### src/lsq_pkg.sv
`timescale 1ns / 1ps
// ----------------------------------------------------------------------------
// lsq_pkg
// Shared types, register map and pattern table of the line sensor position
// qualifier.
// ----------------------------------------------------------------------------
package lsq_pkg;

  // Configuration port geometry.
  localparam int CfgAddrWidth = 5;
  localparam int CfgDataWidth = 32;

  // Register indexes (byte address is four times the index).
  typedef enum logic [2:0] {
    REG_BLACK_POLARITY    = 3'd0,
    REG_MARKER_MIN_COUNT  = 3'd1,
    REG_WIDE_MIN_COUNT    = 3'd2,
    REG_REVERSE_HOLD_MS   = 3'd3,
    REG_LOST_HOLD_MS      = 3'd4,
    REG_SEARCH_TIMEOUT_MS = 3'd5
  } reg_index_t;

  // Reset values of the registers.
  localparam logic        BlackPolarityReset   = 1'b1;
  localparam logic [3:0]  MarkerMinCountReset  = 4'd3;
  localparam logic [3:0]  WideMinCountReset    = 4'd5;
  localparam logic [15:0] ReverseHoldMsReset   = 16'd50;
  localparam logic [15:0] LostHoldMsReset      = 16'd200;
  localparam logic [15:0] SearchTimeoutMsReset = 16'd1000;

  // Steering modes.
  typedef enum logic [2:0] {
    MODE_TRACK     = 3'd0,
    MODE_WIDE_HOLD = 3'd1,
    MODE_LOST_HOLD = 3'd2,
    MODE_SEARCH    = 3'd3,
    MODE_STOP      = 3'd4
  } steer_mode_t;

  // Current register settings.
  typedef struct packed {
    logic        black_polarity;
    logic [3:0]  marker_min_count;
    logic [3:0]  wide_min_count;
    logic [15:0] reverse_hold_ms;
    logic [15:0] lost_hold_ms;
    logic [15:0] search_timeout_ms;
  } cfg_t;

  // One input item.
  typedef struct packed {
    logic [7:0]  sensor_bits;
    logic [31:0] time_ms;
  } sample_t;

  // One result item.
  typedef struct packed {
    logic [7:0]        black_mask;
    logic [3:0]        black_count;
    logic [1:0]        right_black_count;
    logic              marker_seen;
    logic              wide_seen;
    logic              on_line;
    logic              search_expired;
    logic signed [3:0] steer_level;
    logic [2:0]        steer_mode;
  } result_t;

  // Pattern decode of one sample, passed from decode to tracking.
  typedef struct packed {
    logic [7:0]        black_mask;
    logic [3:0]        black_count;
    logic [1:0]        right_black_count;
    logic              marker_seen;
    logic              wide_seen;
    logic              pattern_found;
    logic signed [3:0] pattern_level;
  } decode_t;

  // Tracking status of one sample.
  typedef struct packed {
    logic              on_line;
    logic              search_expired;
    logic signed [3:0] steer_level;
    steer_mode_t       steer_mode;
  } track_t;

  typedef struct packed {
    logic              found;
    logic signed [3:0] level;
  } pattern_t;

  // Map a black mask to its steering level; thirty known patterns.
  function automatic pattern_t pattern_lookup(logic [7:0] mask);
    pattern_t p;
    p.found = 1'b1;
    p.level = 4'sd0;
    case (mask)
      8'h01: p.level = -4'sd4;
      8'h02: p.level = -4'sd3;
      8'h04: p.level = -4'sd2;
      8'h08: p.level = -4'sd1;
      8'h10: p.level = 4'sd1;
      8'h20: p.level = 4'sd2;
      8'h40: p.level = 4'sd3;
      8'h80: p.level = 4'sd4;
      8'h03: p.level = -4'sd4;
      8'h06: p.level = -4'sd3;
      8'h0C: p.level = -4'sd2;
      8'h18: p.level = 4'sd0;
      8'h30: p.level = 4'sd2;
      8'h60: p.level = 4'sd3;
      8'hC0: p.level = 4'sd4;
      8'h07: p.level = -4'sd3;
      8'h0E: p.level = -4'sd2;
      8'h1C: p.level = -4'sd1;
      8'h38: p.level = 4'sd1;
      8'h70: p.level = 4'sd2;
      8'hE0: p.level = 4'sd3;
      8'h0F: p.level = -4'sd2;
      8'h1E: p.level = -4'sd1;
      8'h3C: p.level = 4'sd0;
      8'h78: p.level = 4'sd1;
      8'hF0: p.level = 4'sd2;
      8'h1F: p.level = -4'sd2;
      8'h3E: p.level = -4'sd1;
      8'h7C: p.level = 4'sd1;
      8'hF8: p.level = 4'sd2;
      default: p.found = 1'b0;
    endcase
    return p;
  endfunction

  // Median of three signed levels.
  function automatic logic signed [3:0] median3(logic signed [3:0] a,
                                                logic signed [3:0] b,
                                                logic signed [3:0] c);
    logic signed [3:0] lo;
    logic signed [3:0] hi;
    logic signed [3:0] mid;
    lo  = (a < b) ? a : b;
    hi  = (a < b) ? b : a;
    mid = (hi < c) ? hi : c;
    return (lo > mid) ? lo : mid;
  endfunction

endpackage

### src/lsq_cfg.sv
`timescale 1ns / 1ps
// ----------------------------------------------------------------------------
// lsq_cfg
// Configuration register file behind a simple APB-style port.
// ----------------------------------------------------------------------------
module lsq_cfg (
  input  logic                                clk,
  input  logic                                rst,
  input  logic                                psel,
  input  logic                                penable,
  input  logic                                pwrite,
  input  logic [lsq_pkg::CfgAddrWidth-1:0]    paddr,
  input  logic [lsq_pkg::CfgDataWidth-1:0]    pwdata,
  output logic [lsq_pkg::CfgDataWidth-1:0]    prdata,
  output logic                                pready,
  output lsq_pkg::cfg_t                       cfg
);
  import lsq_pkg::*;

  logic       wr_en;
  logic [2:0] index;

  assign pready = 1'b1;
  assign wr_en  = psel && penable && pwrite;
  assign index  = paddr[CfgAddrWidth-1:2];

  // Register writes; addresses past the list are ignored.
  always_ff @(posedge clk) begin
    if (rst) begin
      cfg.black_polarity    <= BlackPolarityReset;
      cfg.marker_min_count  <= MarkerMinCountReset;
      cfg.wide_min_count    <= WideMinCountReset;
      cfg.reverse_hold_ms   <= ReverseHoldMsReset;
      cfg.lost_hold_ms      <= LostHoldMsReset;
      cfg.search_timeout_ms <= SearchTimeoutMsReset;
    end else if (wr_en) begin
      case (index)
        REG_BLACK_POLARITY:    cfg.black_polarity    <= pwdata[0];
        REG_MARKER_MIN_COUNT:  cfg.marker_min_count  <= pwdata[3:0];
        REG_WIDE_MIN_COUNT:    cfg.wide_min_count    <= pwdata[3:0];
        REG_REVERSE_HOLD_MS:   cfg.reverse_hold_ms   <= pwdata[15:0];
        REG_LOST_HOLD_MS:      cfg.lost_hold_ms      <= pwdata[15:0];
        REG_SEARCH_TIMEOUT_MS: cfg.search_timeout_ms <= pwdata[15:0];
        default: ;
      endcase
    end
  end

  // Read data, zero extended.
  always_comb begin
    prdata = '0;
    case (index)
      REG_BLACK_POLARITY:    prdata = {31'd0, cfg.black_polarity};
      REG_MARKER_MIN_COUNT:  prdata = {28'd0, cfg.marker_min_count};
      REG_WIDE_MIN_COUNT:    prdata = {28'd0, cfg.wide_min_count};
      REG_REVERSE_HOLD_MS:   prdata = {16'd0, cfg.reverse_hold_ms};
      REG_LOST_HOLD_MS:      prdata = {16'd0, cfg.lost_hold_ms};
      REG_SEARCH_TIMEOUT_MS: prdata = {16'd0, cfg.search_timeout_ms};
      default:               prdata = '0;
    endcase
  end

endmodule

### src/lsq_decode.sv
`timescale 1ns / 1ps
// ----------------------------------------------------------------------------
// lsq_decode
// Black mask, channel counts, threshold flags and pattern table lookup.
// ----------------------------------------------------------------------------
module lsq_decode (
  input  logic [7:0]       sensor_bits,
  input  lsq_pkg::cfg_t    cfg,
  output lsq_pkg::decode_t dec
);
  import lsq_pkg::*;

  logic [7:0] mask;
  logic [3:0] cnt;
  logic [1:0] rcnt;
  pattern_t   pat;

  // A channel is black when its bit equals the polarity setting.
  assign mask = cfg.black_polarity ? sensor_bits : ~sensor_bits;

  // Population counts over all channels and over channels five to seven.
  always_comb begin
    cnt = '0;
    for (int i = 0; i < 8; i++) begin
      cnt = cnt + {3'd0, mask[i]};
    end
    rcnt = {1'b0, mask[5]} + {1'b0, mask[6]} + {1'b0, mask[7]};
  end

  assign pat = pattern_lookup(mask);

  always_comb begin
    dec.black_mask        = mask;
    dec.black_count       = cnt;
    dec.right_black_count = rcnt;
    dec.marker_seen       = (cnt >= cfg.marker_min_count);
    dec.wide_seen         = (cnt >= cfg.wide_min_count);
    dec.pattern_found     = pat.found;
    dec.pattern_level     = pat.level;
  end

endmodule

### src/lsq_track.sv
`timescale 1ns / 1ps
// ----------------------------------------------------------------------------
// lsq_track
// Median filter, level shaper with reversal hold, and lost-line timing.
// State advances once per item when enable is high.
// ----------------------------------------------------------------------------
module lsq_track (
  input  logic             clk,
  input  logic             rst,
  input  logic             enable,
  input  lsq_pkg::decode_t dec,
  input  logic [31:0]      time_ms,
  input  lsq_pkg::cfg_t    cfg,
  output lsq_pkg::track_t  status
);
  import lsq_pkg::*;

  // The first matched pattern primes the median, primes the shaper and marks
  // that a line was seen, all at once, so one flag covers all three. The
  // held level always equals the shaped level.
  logic              primed, primed_next;
  logic signed [3:0] hist_old, hist_old_next;
  logic signed [3:0] hist_new, hist_new_next;
  logic signed [3:0] shaped, shaped_next;
  logic              rev_hold, rev_hold_next;
  logic [31:0]       rev_start, rev_start_next;
  logic              inv_run, inv_run_next;
  logic [31:0]       inv_start, inv_start_next;

  logic signed [3:0] target;
  logic [31:0]       rev_elapsed;
  logic [31:0]       inv_elapsed;
  logic              reversal;

  assign rev_elapsed = time_ms - rev_start;

  always_comb begin
    primed_next    = primed;
    hist_old_next  = hist_old;
    hist_new_next  = hist_new;
    shaped_next    = shaped;
    rev_hold_next  = rev_hold;
    rev_start_next = rev_start;
    inv_run_next   = inv_run;
    inv_start_next = inv_start;
    target         = dec.pattern_level;
    reversal       = 1'b0;
    inv_elapsed    = '0;

    status.on_line        = 1'b0;
    status.search_expired = 1'b0;
    status.steer_mode     = MODE_TRACK;

    if (dec.wide_seen) begin
      // Wide pattern: hold the level and reset the invalidity timer.
      inv_run_next      = 1'b0;
      status.steer_mode = MODE_WIDE_HOLD;
    end else if (dec.pattern_found) begin
      // Three-sample median; history is filled with the first level.
      if (!primed) begin
        hist_old_next = dec.pattern_level;
        hist_new_next = dec.pattern_level;
        target        = dec.pattern_level;
      end else begin
        hist_old_next = hist_new;
        hist_new_next = dec.pattern_level;
        target        = median3(hist_old, hist_new, dec.pattern_level);
      end

      // Shaper: step one unit toward the target, via zero on a reversal.
      reversal = ((shaped < 0) && (target > 0)) || ((shaped > 0) && (target < 0));
      if (!primed) begin
        shaped_next = target;
      end else if (rev_hold && (rev_elapsed < {16'd0, cfg.reverse_hold_ms})) begin
        shaped_next = 4'sd0;
      end else begin
        rev_hold_next = 1'b0;
        if (reversal) begin
          shaped_next = (shaped < 0) ? shaped + 4'sd1 : shaped - 4'sd1;
          if (shaped_next == 4'sd0) begin
            rev_hold_next  = 1'b1;
            rev_start_next = time_ms;
          end
        end else if (shaped < target) begin
          shaped_next = shaped + 4'sd1;
        end else if (shaped > target) begin
          shaped_next = shaped - 4'sd1;
        end
      end

      primed_next       = 1'b1;
      inv_run_next      = 1'b0;
      status.on_line    = 1'b1;
      status.steer_mode = MODE_TRACK;
    end else begin
      // No pattern: time since invalidity began picks hold, search or stop.
      inv_run_next = 1'b1;
      if (!inv_run) begin
        inv_start_next = time_ms;
      end
      inv_elapsed = time_ms - inv_start_next;
      if (primed && (inv_elapsed <= {16'd0, cfg.lost_hold_ms})) begin
        status.steer_mode = MODE_LOST_HOLD;
      end else if (inv_elapsed <= {16'd0, cfg.search_timeout_ms}) begin
        status.steer_mode = MODE_SEARCH;
      end else begin
        status.steer_mode     = MODE_STOP;
        status.search_expired = 1'b1;
      end
    end

    status.steer_level = shaped_next;
  end

  // State registers.
  always_ff @(posedge clk) begin
    if (rst) begin
      primed    <= 1'b0;
      hist_old  <= 4'sd0;
      hist_new  <= 4'sd0;
      shaped    <= 4'sd0;
      rev_hold  <= 1'b0;
      rev_start <= '0;
      inv_run   <= 1'b0;
      inv_start <= '0;
    end else if (enable) begin
      primed    <= primed_next;
      hist_old  <= hist_old_next;
      hist_new  <= hist_new_next;
      shaped    <= shaped_next;
      rev_hold  <= rev_hold_next;
      rev_start <= rev_start_next;
      inv_run   <= inv_run_next;
      inv_start <= inv_start_next;
    end
  end

endmodule

### src/line_sensor_position_qualifier.sv
`timescale 1ns / 1ps
// ----------------------------------------------------------------------------
// line_sensor_position_qualifier
// Qualifies eight-channel line sensor samples into a filtered steering level
// and a steering mode.
// ----------------------------------------------------------------------------
// Every sample item produces exactly one result item. An accepted item sits
// in an input register, is decoded and tracked in a single combinational
// pass, and lands in the result register once that register is free, so a
// new item can be taken every cycle while result_stall is low. The tracking state is
// updated in the same cycle the result is registered, which lets the next
// item use it straight away. When result_stall holds a result, one further
// item is taken into the input register before sample_stall rises. Write
// registers through the APB-style port only while idle; this is not enforced.
// ----------------------------------------------------------------------------
module line_sensor_position_qualifier (
  input  logic                             clk,
  input  logic                             rst,
  input  logic                             sample_valid,
  output logic                             sample_stall,
  input  lsq_pkg::sample_t                 sample,
  output logic                             result_valid,
  input  logic                             result_stall,
  output lsq_pkg::result_t                 result,
  input  logic                             psel,
  input  logic                             penable,
  input  logic                             pwrite,
  input  logic [lsq_pkg::CfgAddrWidth-1:0] paddr,
  input  logic [lsq_pkg::CfgDataWidth-1:0] pwdata,
  output logic [lsq_pkg::CfgDataWidth-1:0] prdata,
  output logic                             pready
);
  import lsq_pkg::*;

  cfg_t    cfg;
  sample_t in_item;
  logic    in_full;
  logic    advance;
  logic    take;
  decode_t dec;
  track_t  status;

  // Handshake: the input register moves on when the result register is free.
  assign advance      = in_full && (!result_valid || !result_stall);
  assign sample_stall = in_full && !advance;
  assign take         = sample_valid && !sample_stall;

  lsq_cfg u_cfg (
    .clk     (clk),
    .rst     (rst),
    .psel    (psel),
    .penable (penable),
    .pwrite  (pwrite),
    .paddr   (paddr),
    .pwdata  (pwdata),
    .prdata  (prdata),
    .pready  (pready),
    .cfg     (cfg)
  );

  // Input register.
  always_ff @(posedge clk) begin
    if (rst) begin
      in_full <= 1'b0;
    end else if (take) begin
      in_full <= 1'b1;
    end else if (advance) begin
      in_full <= 1'b0;
    end
  end

  always_ff @(posedge clk) begin
    if (take) begin
      in_item <= sample;
    end
  end

  lsq_decode u_decode (
    .sensor_bits (in_item.sensor_bits),
    .cfg         (cfg),
    .dec         (dec)
  );

  lsq_track u_track (
    .clk     (clk),
    .rst     (rst),
    .enable  (advance),
    .dec     (dec),
    .time_ms (in_item.time_ms),
    .cfg     (cfg),
    .status  (status)
  );

  // Result register.
  always_ff @(posedge clk) begin
    if (rst) begin
      result_valid <= 1'b0;
    end else if (advance) begin
      result_valid <= 1'b1;
    end else if (!result_stall) begin
      result_valid <= 1'b0;
    end
  end

  always_ff @(posedge clk) begin
    if (advance) begin
      result.black_mask        <= dec.black_mask;
      result.black_count       <= dec.black_count;
      result.right_black_count <= dec.right_black_count;
      result.marker_seen       <= dec.marker_seen;
      result.wide_seen         <= dec.wide_seen;
      result.on_line           <= status.on_line;
      result.search_expired    <= status.search_expired;
      result.steer_level       <= status.steer_level;
      result.steer_mode        <= status.steer_mode;
    end
  end

endmodule

### config.mk
export PLATFORM = sky130hd
export DESIGN_NAME = line_sensor_position_qualifier
export DESIGN_NICKNAME = d
export VERILOG_FILES = /design/src/lsq_pkg.sv /design/src/lsq_cfg.sv /design/src/lsq_decode.sv /design/src/lsq_track.sv /design/src/line_sensor_position_qualifier.sv
export SDC_FILE = /design/constraint.sdc
export NUM_CORES = 1
export LEC_CHECK = 0
export ABC_AREA = 1
export BUFFER_PORTS_ARGS = -buffer_cell sky130_fd_sc_hd__buf_2
export CAP_MARGIN = 0
export CORE_MARGIN = 10
export CORE_UTILIZATION = 44
export CTS_CLUSTER_SIZE = 8
export DETAILED_ROUTE_END_ITERATION = 8
export GPL_TIMING_DRIVEN = 0
export PLACE_DENSITY = 0.68
export SLEW_MARGIN = 0
export SYNTH_ARGS = -nofsm -noshare
export SYNTH_HDL_FRONTEND = slang
export SYNTH_SLANG_ARGS = --single-unit
### constraint.sdc
create_clock -name clk -period 16.4 [get_ports clk]
set_clock_uncertainty 0.05 [all_clocks]
set_input_delay 0.82 -clock clk [delete_from_list [all_inputs] [get_ports clk]]
set_output_delay 0.82 -clock clk [all_outputs]
set_load 0.02 [all_outputs]
Word-level counts from Yosys, hierarchy flattened
Index checks and enable logic that the tools add are counted.
{ "classes": {"addsub": 13, "order_cmp": 14, "eq_ne": 36, "muxes": 36, "bitwise": 4, "n_reduce_logical": 39} }
{ "op_table": {"columns": ["op", "n"], "rows": [
  ["2-to-1 mux 32 bit", 3],
  ["one-hot mux 16 bit (6 select lines)", 1],
  ["less-or-equal comparator 32 x 16 -> 1 bit", 2],
  ["2-to-1 mux 4 bit", 16],
  ["subtractor 32 bit", 2],
  ["== test 8 x 5 -> 1 bit, second input constant", 5],
  ["== test 8 x 6 -> 1 bit, second input constant", 5],
  ["== test 8 x 7 -> 1 bit, second input constant", 5],
  ["== test 8 bit, second input constant", 5],
  ["== test 8 x 4 -> 1 bit, second input constant", 4],
  ["less-than comparator 32 x 16 -> 1 bit", 1],
  ["one-hot mux 4 bit (8 select lines)", 1],
  ["OR reduction 30 bit", 1],
  ["adder 4 x 1 -> 4 bit", 6],
  ["== test 8 x 3 -> 1 bit, second input constant", 3],
  ["== test 8 x 2 -> 1 bit, second input constant", 2],
  ["less-than comparator 4 bit", 3],
  ["2-to-1 mux 1 bit", 12],
  ["AND reduction 2 bit", 6],
  ["OR reduction 5 bit", 2],
  ["logical AND 1 bit", 9],
  ["OR reduction 3 bit", 3],
  ["== test 8 x 1 -> 1 bit, second input constant", 1],
  [">= comparator 4 bit", 2],
  ["other kinds (26)", 42]
]} }
{ "word_totals": {"register_bits": 203, "out_inout_bits": 60, "word_cells": 171} }

Depth between registers and ports, before layout
Gate-level depths: netlist (run 1).
{ "depth": {"ltp_word": 20, "depth_mapped": 53, "mapped_depth_nobuf": 53} }

By module
From an unflattened synthesis (run 1), not the netlist that was laid out.
{ "hier_totals": {"hier_cells": 1991, "area_unflattened_um2": 14879.3} }
{ "modules_own_cells": {"columns": ["module", "n_inst", "cells_each", "area_each_um2", "seq_area_each_um2"], "rows": [
  ["lsq_track", 1, 1281, 8585.7, 1581.5],
  ["lsq_cfg", 1, 450, 2960.3, 1141.1],
  ["line_sensor_position_qualifier", 1, 77, 2043.2, 1991.9],
  ["lsq_decode", 1, 183, 1290.0, 0.0]
]} }

Worst setup path before layout (run 1)
No wires, ideal clock.
{ "synth_path": {"path_type": "register -> register", "startpoint": "register in_item[33] (netlist name)", "endpoint": "register result[6] (netlist name), data pin", "setup_ns": 0.270, "arrival_ns": 5.176, "required_ns": 16.080, "setup_slack_ns": 10.904, "path_stages_with_launch": 46, "path_buffers": 0, "synth_period_minus_slack_ns": 5.496, "cell_sequence": "edfxtp_1 > inv_1 > nand2_1 > nand2_1 > inv_1 > ha_1 > inv_1 > a21oi_1 > nand2_2 > nand3_1 > o21bai_1 > or2_4 > nor3_4 > ha_1 > a21oi_1 > nand2_2 > nand2_2 > nand3_1 > [10 not listed] > nand2_1 > nand2_2 > inv_1 > ha_1 > nand2_1 > inv_1 > o21ai_0 > nand3_1 > o21ai_0 > inv_1 > nand2_1 > inv_1 > nand2_1 > o21ai_0 > xor2_1 > nand3_1 > nand3_1 > a22oi_1"} }
{ "synth_rtl": {"columns": ["item", "line", "text"], "rows": [
  ["from (decl)", "line_sensor_position_qualifier.sv:36", "sample_t in_item;"],
  ["from (signal assigned)", "line_sensor_position_qualifier.sv:74", "in_item <= sample;"],
  ["to (decl)", "line_sensor_position_qualifier.sv:24", "output lsq_pkg::result_t result,"]
]} }

==> results of run 1 <==
critical path: cells and delay by family, from the launching register on:
kind	cells	cell delay [ps]
AOI/OAI and AO/OA	9	1500
DFF	1	450
buffers and inverters	7	590
and+or+nand+nor	23	2360
xor gates and xnor gates	1	150
adders and majority gates	4	1180
cell type report:
type                            instances  share of cell area
Buffer                                 68             0.02309
Clock buffer                           45             0.04783
Clock inverter                          2           0.0008273
Inverter                              293             0.06610
Multi-Input combinational cell       1501              0.5120
Sequential cell                       202              0.2816
Tap cell                              442             0.03324
Timing Repair Buffer                  110             0.03535
layout by cell type (no fill, tap or decap), types with 6 or more instances in the layout:
cell type	count
o211ai_1	8
a21oi_1	207
buf_6	7
buf_4	19
nor3_1	24
edfxtp_1	64
clkbuf_16	29
nand2_2	19
nor4_1	6
a22oi_1	6
nand3_1	74
nand2_4	6
a21o_1	19
xnor2_1	20
conb_1	17
ha_1	141
buf_2	112
nand2_1	450
o221ai_1	15
xor2_1	41
nand4_1	26
inv_2	6
inv_1	285
a221oi_1	7
nor2_1	183
o21bai_1	7
clkbuf_1	50
o21ai_0	159
dfxtp_1	138
metal layers:
layer / wire (µm) / up-vias / global-route usage
li1: - / 7094 / -
met1: 19280 / 6405 / 0.2542
met2: 19990 / 362 / 0.3456
met3: 2264 / 80 / 0.03134
met4: 1509 / 0 / 0.07567
met5: 0 / - / 0
logic make-up after synthesis:
group,after synthesis,share of synthesized area
adder cells (fa/ha/maj),144,0.1247
other,2,0.0005134
XOR/XNOR,61,0.03652
multiplexers,1,0.0006843
flip-flops,202,0.3202
buffers and inverters,361,0.1014
AO/OA/AOI/OAI,463,0.1775
AND/OR/NAND/NOR,815,0.2384
path summary, 6_finish.rpt:
check | endpoint
worst min-delay path | in_item[13]
worst min register to register | u_track.inv_start[19]
worst max register to register | result[6]
worst max-delay path | result[6]
power breakdown:
group	switching, mW	leakage, nW	internal, mW
clock network	0.220	0.391	0.326
logic	0.457	5.69	0.251
registers	0.0178	1.74	0.559
total	0.694	7.82	1.14
through the flow:
step                      worst slack [ps]  cell area (µm²)  std cells
final                                 9901            16640       2663
after global routing                  9089            16640       2663
after CTS                             9930            16640       2663
after detailed placement              9991            15830       2616
after global placement               10140            15780       2614
after floorplan                      10900            14680       2064
state kept, by name, indices dropped and copies added (netlist names):
signal	count
result	24
u_cfg.cfg	57
u_track.inv_start	32
u_track.shaped	4
result_valid	1
in_item	40
u_track.rev_hold	1
in_full	1
u_track.rev_start	32
u_track.hist_old	4
u_track.inv_run	1
u_track.hist_new	4
u_track.primed	1
cells in the mapped netlist, drive strengths merged (3+ instances only):
cell / count
nand2: 475
inv: 291
a21oi: 210
nor2: 189
o21ai: 161
ha: 141
dfxtp: 138
nand3: 77
edfxtp: 64
xor2: 41
clkbuf: 35
buf: 33
nand4: 26
nor3: 25
xnor2: 20
a21o: 19
o221ai: 15
o211ai: 8
a221oi: 7
nor4: 7
o21bai: 7
a22oi: 6
a211oi: 4
a21boi: 4
o2111ai: 4
a31oi: 3
and2: 3
fa: 3
nand3b: 3
nor3b: 3
o21a: 3
o22ai: 3
or2: 3
==> impl_metrics.tcl, run 1 <==
set metrics [dict create \
    fp.dieArea_um2 40940 \
    ys_warn_count 0 \
    whs_ps 377.2 \
    multi_input_area_um2 8518 \
    drcViolationCount 0 \
    synth_cells 2049 \
    drive_gt1_frac 0.09995 \
    via_count 13940 \
    clkLatencyLatePin_ps 560 \
    critPathLaunchType "register" \
    h-tree-depth 1 \
    synth_cell_types 61 \
    grt_overflow 0 \
    max-vdd-ir-drop_mv 0.08595 \
    cts_hold_buf 0 \
    crit_start "u_cfg.cfg[56]" \
    cts_buffers 29 \
    grt_pass1_vias 13420 \
    setup.worst_path.end_class "register" \
    fp-row-count 66 \
    clock-root-buffer "clkbuf_16" \
    grt_pass1_wl_um 68520 \
    dp_hpwl_um 34670 \
    rr_worst_depth 44 \
    clk_path_buf_depth 3 \
    dr.pass1.iters 5 \
    postLayoutCoreUtil 0.5088 \
    drt_iter0_markers 937 \
    ys_ff_latch 202 \
    fin_nets 2433 \
    hp-start "sample[13]" \
    synth.area.top_cells "dfxtp_1 (19%), edfxtp_1 (13%), ha_1 (12%), nand2_1 (12%), inv_1 (7.3%)" \
    synth-seq-area-share 0.3202 \
    slowest_stage "dfxtp_1" \
    critPathMaxFanout 8 \
    status "finished clean" \
    finalSetupTns_ps 0 \
    hold_viol 0 \
    rsz0062_at_grt "no" \
    fin_crit_ps 6499 \
    cts_tree "done" \
    synth_edf_count 64 \
    post_drt_wl_per_cell_um 16.16 \
    synth_top_area_share 0.1889 \
    ant_nets 0 \
    io-pin-count 144 \
    track_usage 0.2033 \
    syn_avg_cell_area_um2 7.139 \
    max_slew_margin 0.3657 \
    worst_path_most_repeated_cell "nand2_1" \
    syn_to_final_growth_pct 13.74 \
    seqCellArea_um2 4684 \
    start_util 0.4473 \
    hold_path_class "input port to register" \
    cap_violations 0 \
    leakagePower_nw 7.821 \
    finalPower_mw 1.830 \
    antenna_found_initial 0 \
    max_freq_mhz 153.9 \
    min_period_over_period 0.3963 \
    async_flop_share 0 \
    required_ps 16690 \
    portBuffers 108 \
    cellPowerDensity_nw_per_um2 110.0 \
    cts_num_sinks 202 \
    syn_area_um2 14630 \
    clk_pin_slew_ps 60 \
    cts_resized 0 \
    antennaDiodeCount 0 \
    worst_pin_slew_ps 942.8 \
    fillCellCount 3349 \
    r2r_setup_slack_ps 9900 \
    die_w_um 202.3 \
    critPathArrivalTime_ps 6790 \
    cpPeakStageDelay_ps 450 \
    reg2reg_from "u_cfg.cfg[56]" \
    die_h_um 202.3 \
    cts_setup_buffers 0 \
    wl_um 43040 \
    holdPathStages 1 \
    setup_viol 0 \
    via_per_inst 5.235 \
    synth_top_area_cell "dfxtp_1" \
    slew_viol_final 0 \
    grt_max_degree 33 \
    ys.flop_type "dfxtp_1" \
    core_um2 32700 \
    place_congestion 0.9805 \
    path_class "register to register" \
]
Power figures use the tool's default switching activity.
==> run 2, diff against run 1 <==
==> constraint.sdc (replaced) <==
create_clock -name clk -period 6.5 [get_ports clk]
set_clock_uncertainty 0.05 [all_clocks]
set_input_delay 0.325 -clock clk [delete_from_list [all_inputs] [get_ports clk]]
set_output_delay 0.325 -clock clk [all_outputs]
set_load 0.02 [all_outputs]
==> run 2 against run 1 <==
- sequential share of layout area shrank 0.92 points
- critical endpoint is now result[1]
- hold slack lost 350 ps
- die area is the same
==> impl_metrics.tcl, run 2 (synthesized netlist as in run 1, its figures left out) <==
set metrics [dict create \
    max_freq_mhz 165.1 \
    via_count 14190 \
    postLayoutCoreUtil 0.5261 \
    critPathArrivalTime_ps 6360 \
    dr.pass1.iters 5 \
    cap_violations 0 \
    hold_path_class "input port to register" \
    dp_hpwl_um 34670 \
    largest_reg_flops 57 \
    clock-root-buffer "clkbuf_16" \
    grt_pass1_vias 13670 \
    cts_buffers 29 \
    max-vdd-ir-drop_mv 0.2169 \
    worst_pin_slew_ps 953.7 \
    post_drt_wl_per_cell_um 16.03 \
    mostFrequentLayoutCells "nand2_1 (448), inv_1 (283), a21oi_1 (205), nor2_1 (182), o21ai_0 (156)" \
    die_h_um 202.3 \
    portBuffers 108 \
    wl_um 43490 \
    critPathLaunchType "register" \
    drcViolationCount 0 \
    fp-row-count 66 \
    die_w_um 202.3 \
    slew_viol_final 0 \
    antenna_found_initial 0 \
    setup.worst_path.end_class "register" \
    max_slew_margin 0.3583 \
    fp.dieArea_um2 40940 \
    largest_register "u_cfg.cfg" \
    fin_nets 2484 \
    grt_pass1_wl_um 69520 \
    place_congestion 0.9805 \
    finalSetupTns_ps 0 \
    whs_ps 22.31 \
    status "finished clean" \
    start_util 0.4473 \
    reg_top3 "u_cfg.cfg (57), in_item (40)" \
    cts_num_sinks 202 \
    critPathMaxFanout 10 \
    grt_max_degree 33 \
    required_ps 6800 \
    layout_commonest_cell "nand2_1" \
    leakagePower_nw 8.036 \
    drive_gt1_frac 0.1056 \
    cts_tree "done" \
    clk_pin_slew_ps 50 \
    clk_path_buf_depth 3 \
    path_class "register to register" \
    via_per_inst 5.229 \
    antennaDiodeCount 0 \
    rsz0062_at_grt "yes" \
    cellPowerDensity_nw_per_um2 271.4 \
    clkLatencyLatePin_ps 560 \
    drt_iter0_markers 1016 \
    fin_crit_ps 6057 \
    h-tree-depth 1 \
    io-pin-count 144 \
    syn_to_final_growth_pct 17.61 \
    hold_viol 0 \
    min_period_over_period 0.9318 \
    grt_overflow 0 \
    setup_viol 0 \
    core_um2 32700 \
    ant_nets 0 \
    track_usage 0.2059 \
]
## run 2: layer usage
layer / vias up / wire length [µm] / global-route usage
li1: 7194 / - / -
met1: 6533 / 19240 / 0.2560
met2: 374 / 20280 / 0.3516
met3: 91 / 2369 / 0.03230
met4: 0 / 1610 / 0.07594
met5: - / 0 / 0
## run 2: worst paths after layout
kind	end	startpoint	slack, ps	cells after the start
worst max-delay path	result[1]	u_track.inv_run	440	24
worst min-delay path	u_cfg.cfg[31]	pwdata[15]	20	3
worst max register to register	result[1]	u_track.inv_run	440	24
worst min register to register	u_track.inv_start[19]	u_track.inv_start[19]	400	2
## run 2: metrics by stage
step | instances | power, mW | setup slack (ps) | instance area (µm²)
3_3_place_gp | 2614 | 3.198 | 244.4 | 15780
3_5_place_dp | 2616 | 3.247 | 91.47 | 15830
6_report | 2714 | 4.670 | 443.3 | 17200
5_1_grt | 2714 | 5.016 | -50.09 | 17200
2_1_floorplan | 2064 | 2.782 | 1004 | 14680
4_1_cts | 2711 | 4.668 | 29.88 | 17120
## run 2: final cells by class
class                           instances  area, µm²
Fill cell                            3283      15500
Multi-Input combinational cell       1501       8581
Sequential cell                       202       4686
Inverter                              293       1100
Timing Repair Buffer                  161       1091
Clock buffer                           45      795.8
Tap cell                              442      553.0
Buffer                                 68      384.1
Clock inverter                          2      13.76
## run 2: power by group
group	internal (mW)	leakage [nW]	total, mW	switching, mW
logic	0.668	5.91	1.84	1.17
registers	1.41	1.74	1.46	0.0451
clock network	0.823	0.391	1.38	0.554
total	2.90	8.04	4.67	1.77
## run 2: timing repair
action / in CTS / in global routing
endpoints found under the hold margin: 51 / 0
resized for setup: 0 / 20
endpoints found under the setup margin: 0 / 10
hold buffers: 48 / 0
buffers inserted: 0 / 3
## run 2: worst max-delay path, cell delays in order (launching register included)
cell      delay [ps]
dfxtp_1          310
clkbuf_1         450
clkbuf_1         540
o21ai_0          240
ha_1             410
a21oi_1          110
o21ai_0          280
a21o_1           150
a21oi_1           60
o21ai_0          370
a21oi_1          180
o21ai_0          340
nand2_1           90
nand2_1          150
xor2_1           300
ha_1             170
nand2_1           60
inv_1             90
nand3_1           70
nor3_1           350
nor4b_2          470
o21ai_0          150
nand3_1          130
nand4_1          100
nor2_1           230
